==> src/rtl/gbn_pkg.sv <==
// package: shared constants, register codes and result type for the go-back-n sender
`timescale 1ns / 1ps

package gbn_pkg;

  localparam int GBN_MAX_WINDOW = 64;
  localparam int GBN_SEQ_BITS   = 16;
  localparam int GBN_TIME_BITS  = 32;

  localparam int WINDOW_W   = 7;
  localparam int TIMEOUT_W  = 32;
  localparam int INTERVAL_W = 16;
  localparam int PKT_W      = 16;
  localparam int SEQ_W      = 16;
  localparam int BYTES_W    = 32;
  localparam int CFG_IDX_W  = 2;
  localparam int CFG_DATA_W = 32;
  localparam int BYTE_SHIFT = 3;
  localparam int PKT_BYTES_W = PKT_W - BYTE_SHIFT;

  localparam logic [CFG_IDX_W-1:0] CFG_WINDOW   = 2'd0;
  localparam logic [CFG_IDX_W-1:0] CFG_TIMEOUT  = 2'd1;
  localparam logic [CFG_IDX_W-1:0] CFG_INTERVAL = 2'd2;
  localparam logic [CFG_IDX_W-1:0] CFG_PACKET   = 2'd3;

  localparam logic [WINDOW_W-1:0]   WINDOW_RST   = 7'd8;
  localparam logic [TIMEOUT_W-1:0]  TIMEOUT_RST  = 32'd1000;
  localparam logic [INTERVAL_W-1:0] INTERVAL_RST = 16'd10;
  localparam logic [PKT_W-1:0]      PACKET_RST   = 16'd1024;

  localparam logic FUNC_TICK = 1'b0;
  localparam logic FUNC_ACK  = 1'b1;

  typedef struct packed {
    logic               send_valid;
    logic [SEQ_W-1:0]   send_seq;
    logic               timeout_fired;
    logic               reject_seen;
    logic               ack_accepted;
    logic               ack_ignored;
    logic [SEQ_W-1:0]   base_seq;
    logic [SEQ_W-1:0]   next_seq;
    logic [BYTES_W-1:0] sent_bytes;
    logic [BYTES_W-1:0] acked_bytes;
  } result_t;

endpackage

==> src/rtl/go_back_n_arq_sender_unit.sv <==
// go-back-n arq sender window engine with output skid stage
//
//  channel  signals                                  direction
//  in       in_valid in_ready func ack_expected_seq  request in
//           ack_bit_error
//  out      out_valid out_ready send_valid ... acked_bytes  request out
//  cfg      cfg_valid cfg_ready cfg_index cfg_data   register write in
//
// one request per cycle while in_ready is high; state updates in the cycle a
// request is taken; the result is registered in the output or skid register.
// an ack that slides the base short of next_sequence reads the slot deadline
// memory; the registered read data goes into the timer on the next request.
// a two-entry output stage (result register and skid register) keeps in_ready
// high while one result waits; in_ready drops only when both are full.
// synchronous active-high reset; the slot memory has no reset.
`timescale 1ns / 1ps

module go_back_n_arq_sender_unit import gbn_pkg::*; #(
  parameter int MAX_WINDOW = GBN_MAX_WINDOW,
  parameter int SEQ_BITS   = GBN_SEQ_BITS,
  parameter int TIME_BITS  = GBN_TIME_BITS
) (
  input  logic                  clk,
  input  logic                  rst,
  input  logic                  in_valid,
  output logic                  in_ready,
  input  logic                  func,
  input  logic [SEQ_W-1:0]      ack_expected_seq,
  input  logic                  ack_bit_error,
  output logic                  out_valid,
  input  logic                  out_ready,
  output logic                  send_valid,
  output logic [SEQ_W-1:0]      send_seq,
  output logic                  timeout_fired,
  output logic                  reject_seen,
  output logic                  ack_accepted,
  output logic                  ack_ignored,
  output logic [SEQ_W-1:0]      base_seq,
  output logic [SEQ_W-1:0]      next_seq,
  output logic [BYTES_W-1:0]    sent_bytes,
  output logic [BYTES_W-1:0]    acked_bytes,
  input  logic                  cfg_valid,
  output logic                  cfg_ready,
  input  logic [CFG_IDX_W-1:0]  cfg_index,
  input  logic [CFG_DATA_W-1:0] cfg_data
);

  localparam int SLOT_BITS = (MAX_WINDOW > 1) ? $clog2(MAX_WINDOW) : 1;
  localparam int SLOTS     = 1 << SLOT_BITS;
  localparam int WIN_BITS  = $clog2(MAX_WINDOW + 1);
  localparam int CMP_A     = (SEQ_BITS > WIN_BITS) ? SEQ_BITS : WIN_BITS;
  localparam int CMP_BITS  = (CMP_A > WINDOW_W) ? CMP_A : WINDOW_W;

  // configuration
  logic [WINDOW_W-1:0]   window_size;
  logic [TIMEOUT_W-1:0]  timeout_ticks;
  logic [INTERVAL_W-1:0] interval_ticks;
  logic [PKT_W-1:0]      packet_bits;

  // window state
  logic [SEQ_BITS-1:0]  base_sequence, base_sequence_next;
  logic [SEQ_BITS-1:0]  next_sequence, next_sequence_next;
  logic [TIME_BITS-1:0] current_time, current_time_next;
  logic [TIME_BITS-1:0] send_due_time, send_due_time_next;
  logic                 send_armed, send_armed_next;
  logic [TIME_BITS-1:0] expiry_time, expiry_time_next;
  logic                 expiry_armed, expiry_armed_next;
  logic                 expiry_pending, expiry_pending_next;
  logic [BYTES_W-1:0]   bytes_sent_total, bytes_sent_total_next;
  logic [BYTES_W-1:0]   bytes_acked_total, bytes_acked_total_next;

  // slot deadline memory
  logic [TIME_BITS-1:0] slot_mem [SLOTS];
  logic [TIME_BITS-1:0] slot_q;
  logic                 mem_we, mem_re;
  logic [SLOT_BITS-1:0] mem_waddr, mem_raddr;

  // output stage
  result_t res, out_q, out_q_next, skid_q, skid_q_next;
  logic    out_full, out_full_next, skid_full, skid_full_next;

  logic take, drain;

  logic [CMP_BITS-1:0]    win_eff;
  logic [TIME_BITS-1:0]   to_step, iv_step, deadline, due_iv, exp_cur;
  logic [PKT_BYTES_W-1:0] pkt_bytes;
  logic [SEQ_BITS-1:0]    ack_seq, ack_dist, outstanding, next1, next2;
  logic                   fire, s_armed1, e_armed1;

  function automatic logic time_before(input logic [TIME_BITS-1:0] a,
                                       input logic [TIME_BITS-1:0] b);
    logic [TIME_BITS-1:0] d;
    d = a - b;
    return (a != b) && d[TIME_BITS-1];
  endfunction

  assign take      = in_valid && in_ready;
  assign drain     = out_full && out_ready;
  assign in_ready  = !skid_full;
  assign cfg_ready = 1'b1;

  always_comb begin
    if (window_size == '0) begin
      win_eff = CMP_BITS'(1);
    end else if (CMP_BITS'(window_size) > CMP_BITS'(MAX_WINDOW)) begin
      win_eff = CMP_BITS'(MAX_WINDOW);
    end else begin
      win_eff = CMP_BITS'(window_size);
    end
  end

  assign to_step   = (timeout_ticks == '0) ? TIME_BITS'(1) : TIME_BITS'(timeout_ticks);
  assign iv_step   = (interval_ticks == '0) ? TIME_BITS'(1) : TIME_BITS'(interval_ticks);
  assign deadline  = current_time + to_step;
  assign due_iv    = current_time + iv_step;
  assign exp_cur   = expiry_pending ? slot_q : expiry_time;
  assign pkt_bytes = packet_bits[PKT_W-1:BYTE_SHIFT];
  assign ack_seq   = SEQ_BITS'(ack_expected_seq);
  assign ack_dist  = ack_seq - base_sequence;
  assign outstanding = next_sequence - base_sequence;

  always_comb begin
    base_sequence_next     = base_sequence;
    next_sequence_next     = next_sequence;
    current_time_next      = current_time;
    send_due_time_next     = send_due_time;
    send_armed_next        = send_armed;
    expiry_time_next       = exp_cur;
    expiry_armed_next      = expiry_armed;
    expiry_pending_next    = 1'b0;
    bytes_sent_total_next  = bytes_sent_total;
    bytes_acked_total_next = bytes_acked_total;
    mem_we    = 1'b0;
    mem_re    = 1'b0;
    mem_waddr = next_sequence[SLOT_BITS-1:0];
    mem_raddr = ack_seq[SLOT_BITS-1:0];
    fire      = 1'b0;
    s_armed1  = send_armed;
    e_armed1  = expiry_armed;
    next1     = next_sequence;
    next2     = next_sequence;
    res       = '0;

    if (func == FUNC_TICK) begin
      // retransmission timer first
      fire = expiry_armed && (exp_cur == current_time);
      if (fire) begin
        if (!send_armed) begin
          send_due_time_next = current_time;
        end
        s_armed1 = 1'b1;
        e_armed1 = 1'b0;
        next1    = base_sequence;
      end
      send_armed_next    = s_armed1;
      expiry_armed_next  = e_armed1;
      next_sequence_next = next1;
      next2              = next1 + SEQ_BITS'(1);
      if ((packet_bits != '0) && s_armed1 && (send_due_time_next == current_time)) begin
        if (CMP_BITS'(next1 - base_sequence) >= win_eff) begin
          send_armed_next = 1'b0;
        end else begin
          res.send_valid        = 1'b1;
          res.send_seq          = SEQ_W'(next1);
          bytes_sent_total_next = bytes_sent_total + BYTES_W'(pkt_bytes);
          mem_we                = 1'b1;
          mem_waddr             = next1[SLOT_BITS-1:0];
          next_sequence_next    = next2;
          if (!e_armed1 || time_before(deadline, exp_cur)) begin
            expiry_time_next  = deadline;
            expiry_armed_next = 1'b1;
          end
          if (CMP_BITS'(next2 - base_sequence) >= win_eff) begin
            send_armed_next = 1'b0;
          end else begin
            send_due_time_next = due_iv;
          end
        end
      end
      res.timeout_fired = fire;
      current_time_next = current_time + TIME_BITS'(1);
    end else begin
      priority if (ack_bit_error) begin
        res.ack_ignored = 1'b1;
      end else if (ack_seq == base_sequence) begin
        res.reject_seen = 1'b1;
        if (!send_armed) begin
          send_armed_next    = 1'b1;
          send_due_time_next = current_time;
        end
        next_sequence_next = base_sequence;
      end else if (CMP_BITS'(ack_dist) > win_eff) begin
        res.ack_ignored = 1'b1;
      end else begin
        res.ack_accepted       = 1'b1;
        bytes_acked_total_next = bytes_acked_total
                               + BYTES_W'(BYTES_W'(pkt_bytes) * BYTES_W'(ack_dist));
        base_sequence_next     = ack_seq;
        if (outstanding > ack_dist) begin
          // timer rearmed from the new base slot, resolved next request
          mem_re              = 1'b1;
          expiry_pending_next = 1'b1;
          expiry_armed_next   = 1'b1;
        end else begin
          expiry_armed_next = 1'b0;
          if (outstanding < ack_dist) begin
            next_sequence_next = ack_seq;
          end
        end
        if (!send_armed) begin
          send_armed_next    = 1'b1;
          send_due_time_next = current_time;
        end
      end
    end

    res.base_seq    = SEQ_W'(base_sequence_next);
    res.next_seq    = SEQ_W'(next_sequence_next);
    res.sent_bytes  = bytes_sent_total_next;
    res.acked_bytes = bytes_acked_total_next;
  end

  always_ff @(posedge clk) begin
    if (take && mem_we) begin
      slot_mem[mem_waddr] <= deadline;
    end
    if (take && mem_re) begin
      slot_q <= slot_mem[mem_raddr];
    end
  end

  always_ff @(posedge clk) begin
    if (rst) begin
      window_size    <= WINDOW_RST;
      timeout_ticks  <= TIMEOUT_RST;
      interval_ticks <= INTERVAL_RST;
      packet_bits    <= PACKET_RST;
    end else if (cfg_valid && cfg_ready) begin
      unique case (cfg_index)
        CFG_WINDOW:   window_size    <= cfg_data[WINDOW_W-1:0];
        CFG_TIMEOUT:  timeout_ticks  <= cfg_data[TIMEOUT_W-1:0];
        CFG_INTERVAL: interval_ticks <= cfg_data[INTERVAL_W-1:0];
        CFG_PACKET:   packet_bits    <= cfg_data[PKT_W-1:0];
        default: ;
      endcase
    end
  end

  always_ff @(posedge clk) begin
    if (rst) begin
      base_sequence     <= '0;
      next_sequence     <= '0;
      current_time      <= '0;
      send_due_time     <= '0;
      send_armed        <= 1'b1;
      expiry_time       <= '0;
      expiry_armed      <= 1'b0;
      expiry_pending    <= 1'b0;
      bytes_sent_total  <= '0;
      bytes_acked_total <= '0;
    end else if (take) begin
      base_sequence     <= base_sequence_next;
      next_sequence     <= next_sequence_next;
      current_time      <= current_time_next;
      send_due_time     <= send_due_time_next;
      send_armed        <= send_armed_next;
      expiry_time       <= expiry_time_next;
      expiry_armed      <= expiry_armed_next;
      expiry_pending    <= expiry_pending_next;
      bytes_sent_total  <= bytes_sent_total_next;
      bytes_acked_total <= bytes_acked_total_next;
    end
  end

  // output register and skid register
  always_comb begin
    out_q_next     = out_q;
    skid_q_next    = skid_q;
    out_full_next  = out_full;
    skid_full_next = skid_full;
    if (drain) begin
      if (skid_full) begin
        out_q_next     = skid_q;
        skid_full_next = 1'b0;
      end else begin
        out_full_next = 1'b0;
      end
    end
    if (take) begin
      if (!out_full_next) begin
        out_q_next    = res;
        out_full_next = 1'b1;
      end else begin
        skid_q_next    = res;
        skid_full_next = 1'b1;
      end
    end
  end

  always_ff @(posedge clk) begin
    out_q  <= out_q_next;
    skid_q <= skid_q_next;
    if (rst) begin
      out_full  <= 1'b0;
      skid_full <= 1'b0;
    end else begin
      out_full  <= out_full_next;
      skid_full <= skid_full_next;
    end
  end

  assign out_valid     = out_full;
  assign send_valid    = out_q.send_valid;
  assign send_seq      = out_q.send_seq;
  assign timeout_fired = out_q.timeout_fired;
  assign reject_seen   = out_q.reject_seen;
  assign ack_accepted  = out_q.ack_accepted;
  assign ack_ignored   = out_q.ack_ignored;
  assign base_seq      = out_q.base_seq;
  assign next_seq      = out_q.next_seq;
  assign sent_bytes    = out_q.sent_bytes;
  assign acked_bytes   = out_q.acked_bytes;

endmodule

==> config.mk <==
export PLATFORM = sky130hd
export DESIGN_NAME = go_back_n_arq_sender_unit
export DESIGN_NICKNAME = d
export VERILOG_FILES = /design/src/rtl/gbn_pkg.sv /design/src/rtl/go_back_n_arq_sender_unit.sv
export SDC_FILE = /design/constraint.sdc
export NUM_CORES = 2
export LEC_CHECK = 0
export BUFFER_PORTS_ARGS = -buffer_cell sky130_fd_sc_hd__buf_2
export CAP_MARGIN = 0
export CORE_MARGIN = 2
export CORE_UTILIZATION = 55
export CTS_CLUSTER_DIAMETER = 120
export DETAILED_ROUTE_END_ITERATION = 10
export PLACE_DENSITY = 0.71
export REMOVE_ABC_BUFFERS = 1
export SLEW_MARGIN = 20
export SYNTH_ARGS = -nofsm -noshare
export SYNTH_HDL_FRONTEND = slang
export SYNTH_SLANG_ARGS = --single-unit
==> constraint.sdc <==
create_clock -name clk -period 16.7 [get_ports clk]
set_input_delay 3.34 -clock clk [delete_from_list [all_inputs] [get_ports clk]]
set_output_delay 3.34 -clock clk [all_outputs]
set_load 0.005 [all_outputs]
==> flow_summary.yaml <==
yosys:
  async_flop_share_pct: 0
  ys_warn_count: 0
  synth.avg_cell_area_sq_um: 15.5
  synth-edff-count: 2197
  synth_top_flop_cell: "edfxtp_1"
  ys_ff_latch: 2582
  seq_area_frac_synth_pct: 62.8
  synth_cells: 7569
  ys_types: 105
  syn_area_sq_um: 117000
clock_tree:
  cts_max_level: 5
  numCtsBuffers: 283
  cts_hold_buf: 0
  postCtsSetupBuffers: 0
  cts_max_path_buffers: 4
  clkTransAtPathRegs_ns: 0.06
  cts_root_buffer: "clkbuf_16"
  tritoncts: "built"
  cts.repair.resized: 0
  clkSinkCount: 2582
  clk_latency_ns: 0.96
detailed_routing:
  drc_errors: 0
  drt_iter0_markers: 7738
  vias: 68703
  first_pass_iters: 6
  drt-vias-per-instance: 6.35
  wl_per_cell_um: 29.8
  wirelength_um: 322000
  ant_nets: 0
global_routing:
  antenna_found_initial: 16
  grt_max_degree: 123
  grt_pass1_wl_um: 469000
  first_global_vias: 69028
  grt.overflow.total: 0
  grt_use_total_pct: 29.7
placed_design:
  dpl.cell_count: 10321
  gp_congestion: 0.934
  io_buffers: 175
  pre_cts_ws_ns: 4.00
  post-dp-hpwl_um: 193000
cells_and_area:
  stdcell_count: 10822
  final_net_count: 8309
  syn2layout_area_growth_pct: 11.8
  drive_gt1_share_pct: 20.4
  nFillCells: 15055
worst_setup_path:
  cp.required_ns: 17.29
  cp-start-kind: "flop"
  slowest_stage: "nor3_1"
  end_kind: "flop"
  path_class: "reg2reg"
  path_max_fanout: 28
  critPathMaxStageDelay_ns: 0.99
  crit_arrival_ns: 12.95
  cp_common_cell: "buf_4"
timing:
  setup_viol: 0
  layout_min_cycle_time_ns: 12.36
  slew_headroom_pct: 21.8
  achievable-frequency_mhz: 80.9
  fin_crit_sh_pct: 74.0
  clock-skew-final_ns: 0.0857
  slew_violations: 0
  layout_setup_ws_ns: 4.34
  hold_viol_final: 0
  fin_setup_tns_ns: 0
  rsz0062_at_grt: "no"
  tightest_slew_ns: 1.17
floorplan:
  io_pins: 177
  design.core.area_sq_um: 212000
  rows: 169
  dieArea_sq_um: 217000
  initial_core_util_pct: 55.3
  die_h_um: 466
  die_w_um: 466
flow_run:
  drv_cap: 0
outcome:
  outcome: "finished clean"
hold_path:
  hp-class: "reg2reg"
power:
  leakage_nw: 48.1
  ir_worst_vdd_v: 0.000116
  p_per_area_nw_per_um2: 111
[worst max-delay path: cells and delay by family, from the launching register on]
kind            cells  cell delay, ns
compound gates      6            1.46
xor+xnor            2            0.33
fa+ha+maj           3            1.11
buf+inv             5            2.01
flops               1            0.48
mux                 1            0.64
simple gates       12            5.95
[layout by cell type, fill, tap and decap left out, types with 23 or more instances in the layout]
| cell | Yosys | routed |
|---|---|---|
| o21a_1 | 45 | 45 |
| mux2_2 | 40 | 40 |
| nor2_1 | 469 | 399 |
| clkinv_2 | 0 | 40 |
| buf_4 | 3 | 189 |
| o21ai_0 | 200 | 200 |
| mux4_2 | 668 | 668 |
| nor2b_1 | 56 | 55 |
| a21oi_1 | 353 | 352 |
| a21o_1 | 60 | 60 |
| nand4_1 | 41 | 41 |
| and2_1 | 97 | 97 |
| and3_1 | 25 | 24 |
| ha_1 | 279 | 278 |
| nor2_4 | 1 | 68 |
| buf_2 | 11 | 169 |
| a211oi_1 | 60 | 60 |
| edfxtp_1 | 2197 | 2197 |
| nand2_1 | 492 | 490 |
| clkbuf_1 | 361 | 59 |
| nand3_1 | 85 | 84 |
| xor2_1 | 78 | 70 |
| fa_1 | 188 | 187 |
| clkbuf_16 | 0 | 287 |
| mux2i_1 | 177 | 177 |
| bufinv_16 | 0 | 23 |
| dfxtp_1 | 385 | 384 |
| nor4_1 | 49 | 47 |
| nor3_1 | 74 | 73 |
| xnor2_1 | 185 | 164 |
| nand2b_1 | 47 | 47 |
| inv_1 | 422 | 419 |
| clkinv_1 | 2 | 53 |
[where the power goes]
| group | leakage [nW] | switching (mW) | total (mW) | internal (mW) |
|---|---|---|---|---|
| clock network | 4.27 | 2.50 | 6.01 | 3.51 |
| registers | 24.5 | 0.0577 | 7.10 | 7.04 |
| logic | 19.3 | 0.881 | 1.45 | 0.569 |
[cells by family after synthesis]
kind of cell | Yosys count | share of synthesized area (%)
adder cells (fa/ha/maj) | 467 | 6.18
buffers and inverters | 859 | 2.81
flip-flops | 2582 | 62.8
XOR/XNOR | 263 | 1.96
AND/OR/NAND/NOR | 1523 | 6.09
other | 1 | 0.00320
multiplexers | 905 | 15.0
AO/OA/AOI/OAI | 969 | 5.17
[metal layers]
metal / global-route usage [%] / wire [um] / up-vias
met2: 49.2 / 158000 / 3483
met4: 13.9 / 16700 / 4
met1: 38.1 / 119000 / 35221
li1: - / - / 29255
met3: 5.57 / 28800 / 740
met5: 0 / 32 / -
[registers in the layout, summed over array words and instances, names as in the netlist, 32 cells and up]
signal	flops
slot_mem	2048
slot_q	32
expiry_time	32
send_due_time	32
bytes_acked_total	32
bytes_sent_total	32
sent_bytes	32
skid_q	117
current_time	32
timeout_ticks	32
acked_bytes	32
[synth_stat cells (all sizes together), types with 19 or more instances]
master	n	area, sq um
edfxtp	2197	66000
mux4	668	15000
nand2	493	1860
nor2	470	1770
inv	423	1590
dfxtp	385	7710
clkbuf	362	1360
a21oi	353	1770
ha	279	3490
o21ai	216	1080
mux2i	195	2090
fa	188	3760
xnor2	185	1620
and2	97	607
nand3	85	425
xor2	78	683
nor3	76	397
buf	72	345
a211oi	60	450
a21o	60	450
nor4	59	458
nor2b	56	350
nand2b	47	294
o21a	45	338
nand4	44	303
mux2	42	473
and3	25	156
or3	22	143
o211ai	20	150
o21bai	19	143
[stage by stage]
stage	hold slack [ns]	power [mW]	cell area (sq um)	utilization, %
after floorplan	0.430	8.12	116000	-
after global placement	0.444	8.64	122000	57.7
after detailed placement	0.450	8.67	122000	57.7
after CTS	0.458	14.6	131000	61.9
after global routing	0.476	15.0	131000	61.9
final	0.459	14.6	131000	61.9
[area by class of cell]
type                    instances  area (sq um)  area share, %
diodes                         13          32.5         0.0248
inverters                     425          1600           1.22
clock buffers                 348          7430           5.66
flip-flops and latches       2582         73700           56.1
clock inverters               140          1330           1.01
multi-input cells            4128         41300           31.4
well taps                    2821          3530           2.69
repair buffers                365          2370           1.81
[worst paths after layout]
kind	startpoint	cells after the start	slack [ns]	to
hold reg to reg	packet_bits[2]	2	0.46	packet_bits[2]
setup / recovery	expiry_pending	29	4.34	slot_mem[21][22]
hold / removal	packet_bits[2]	2	0.46	packet_bits[2]
setup reg to reg	expiry_pending	29	4.34	slot_mem[21][22]
(Power assumes the default switching activity.)
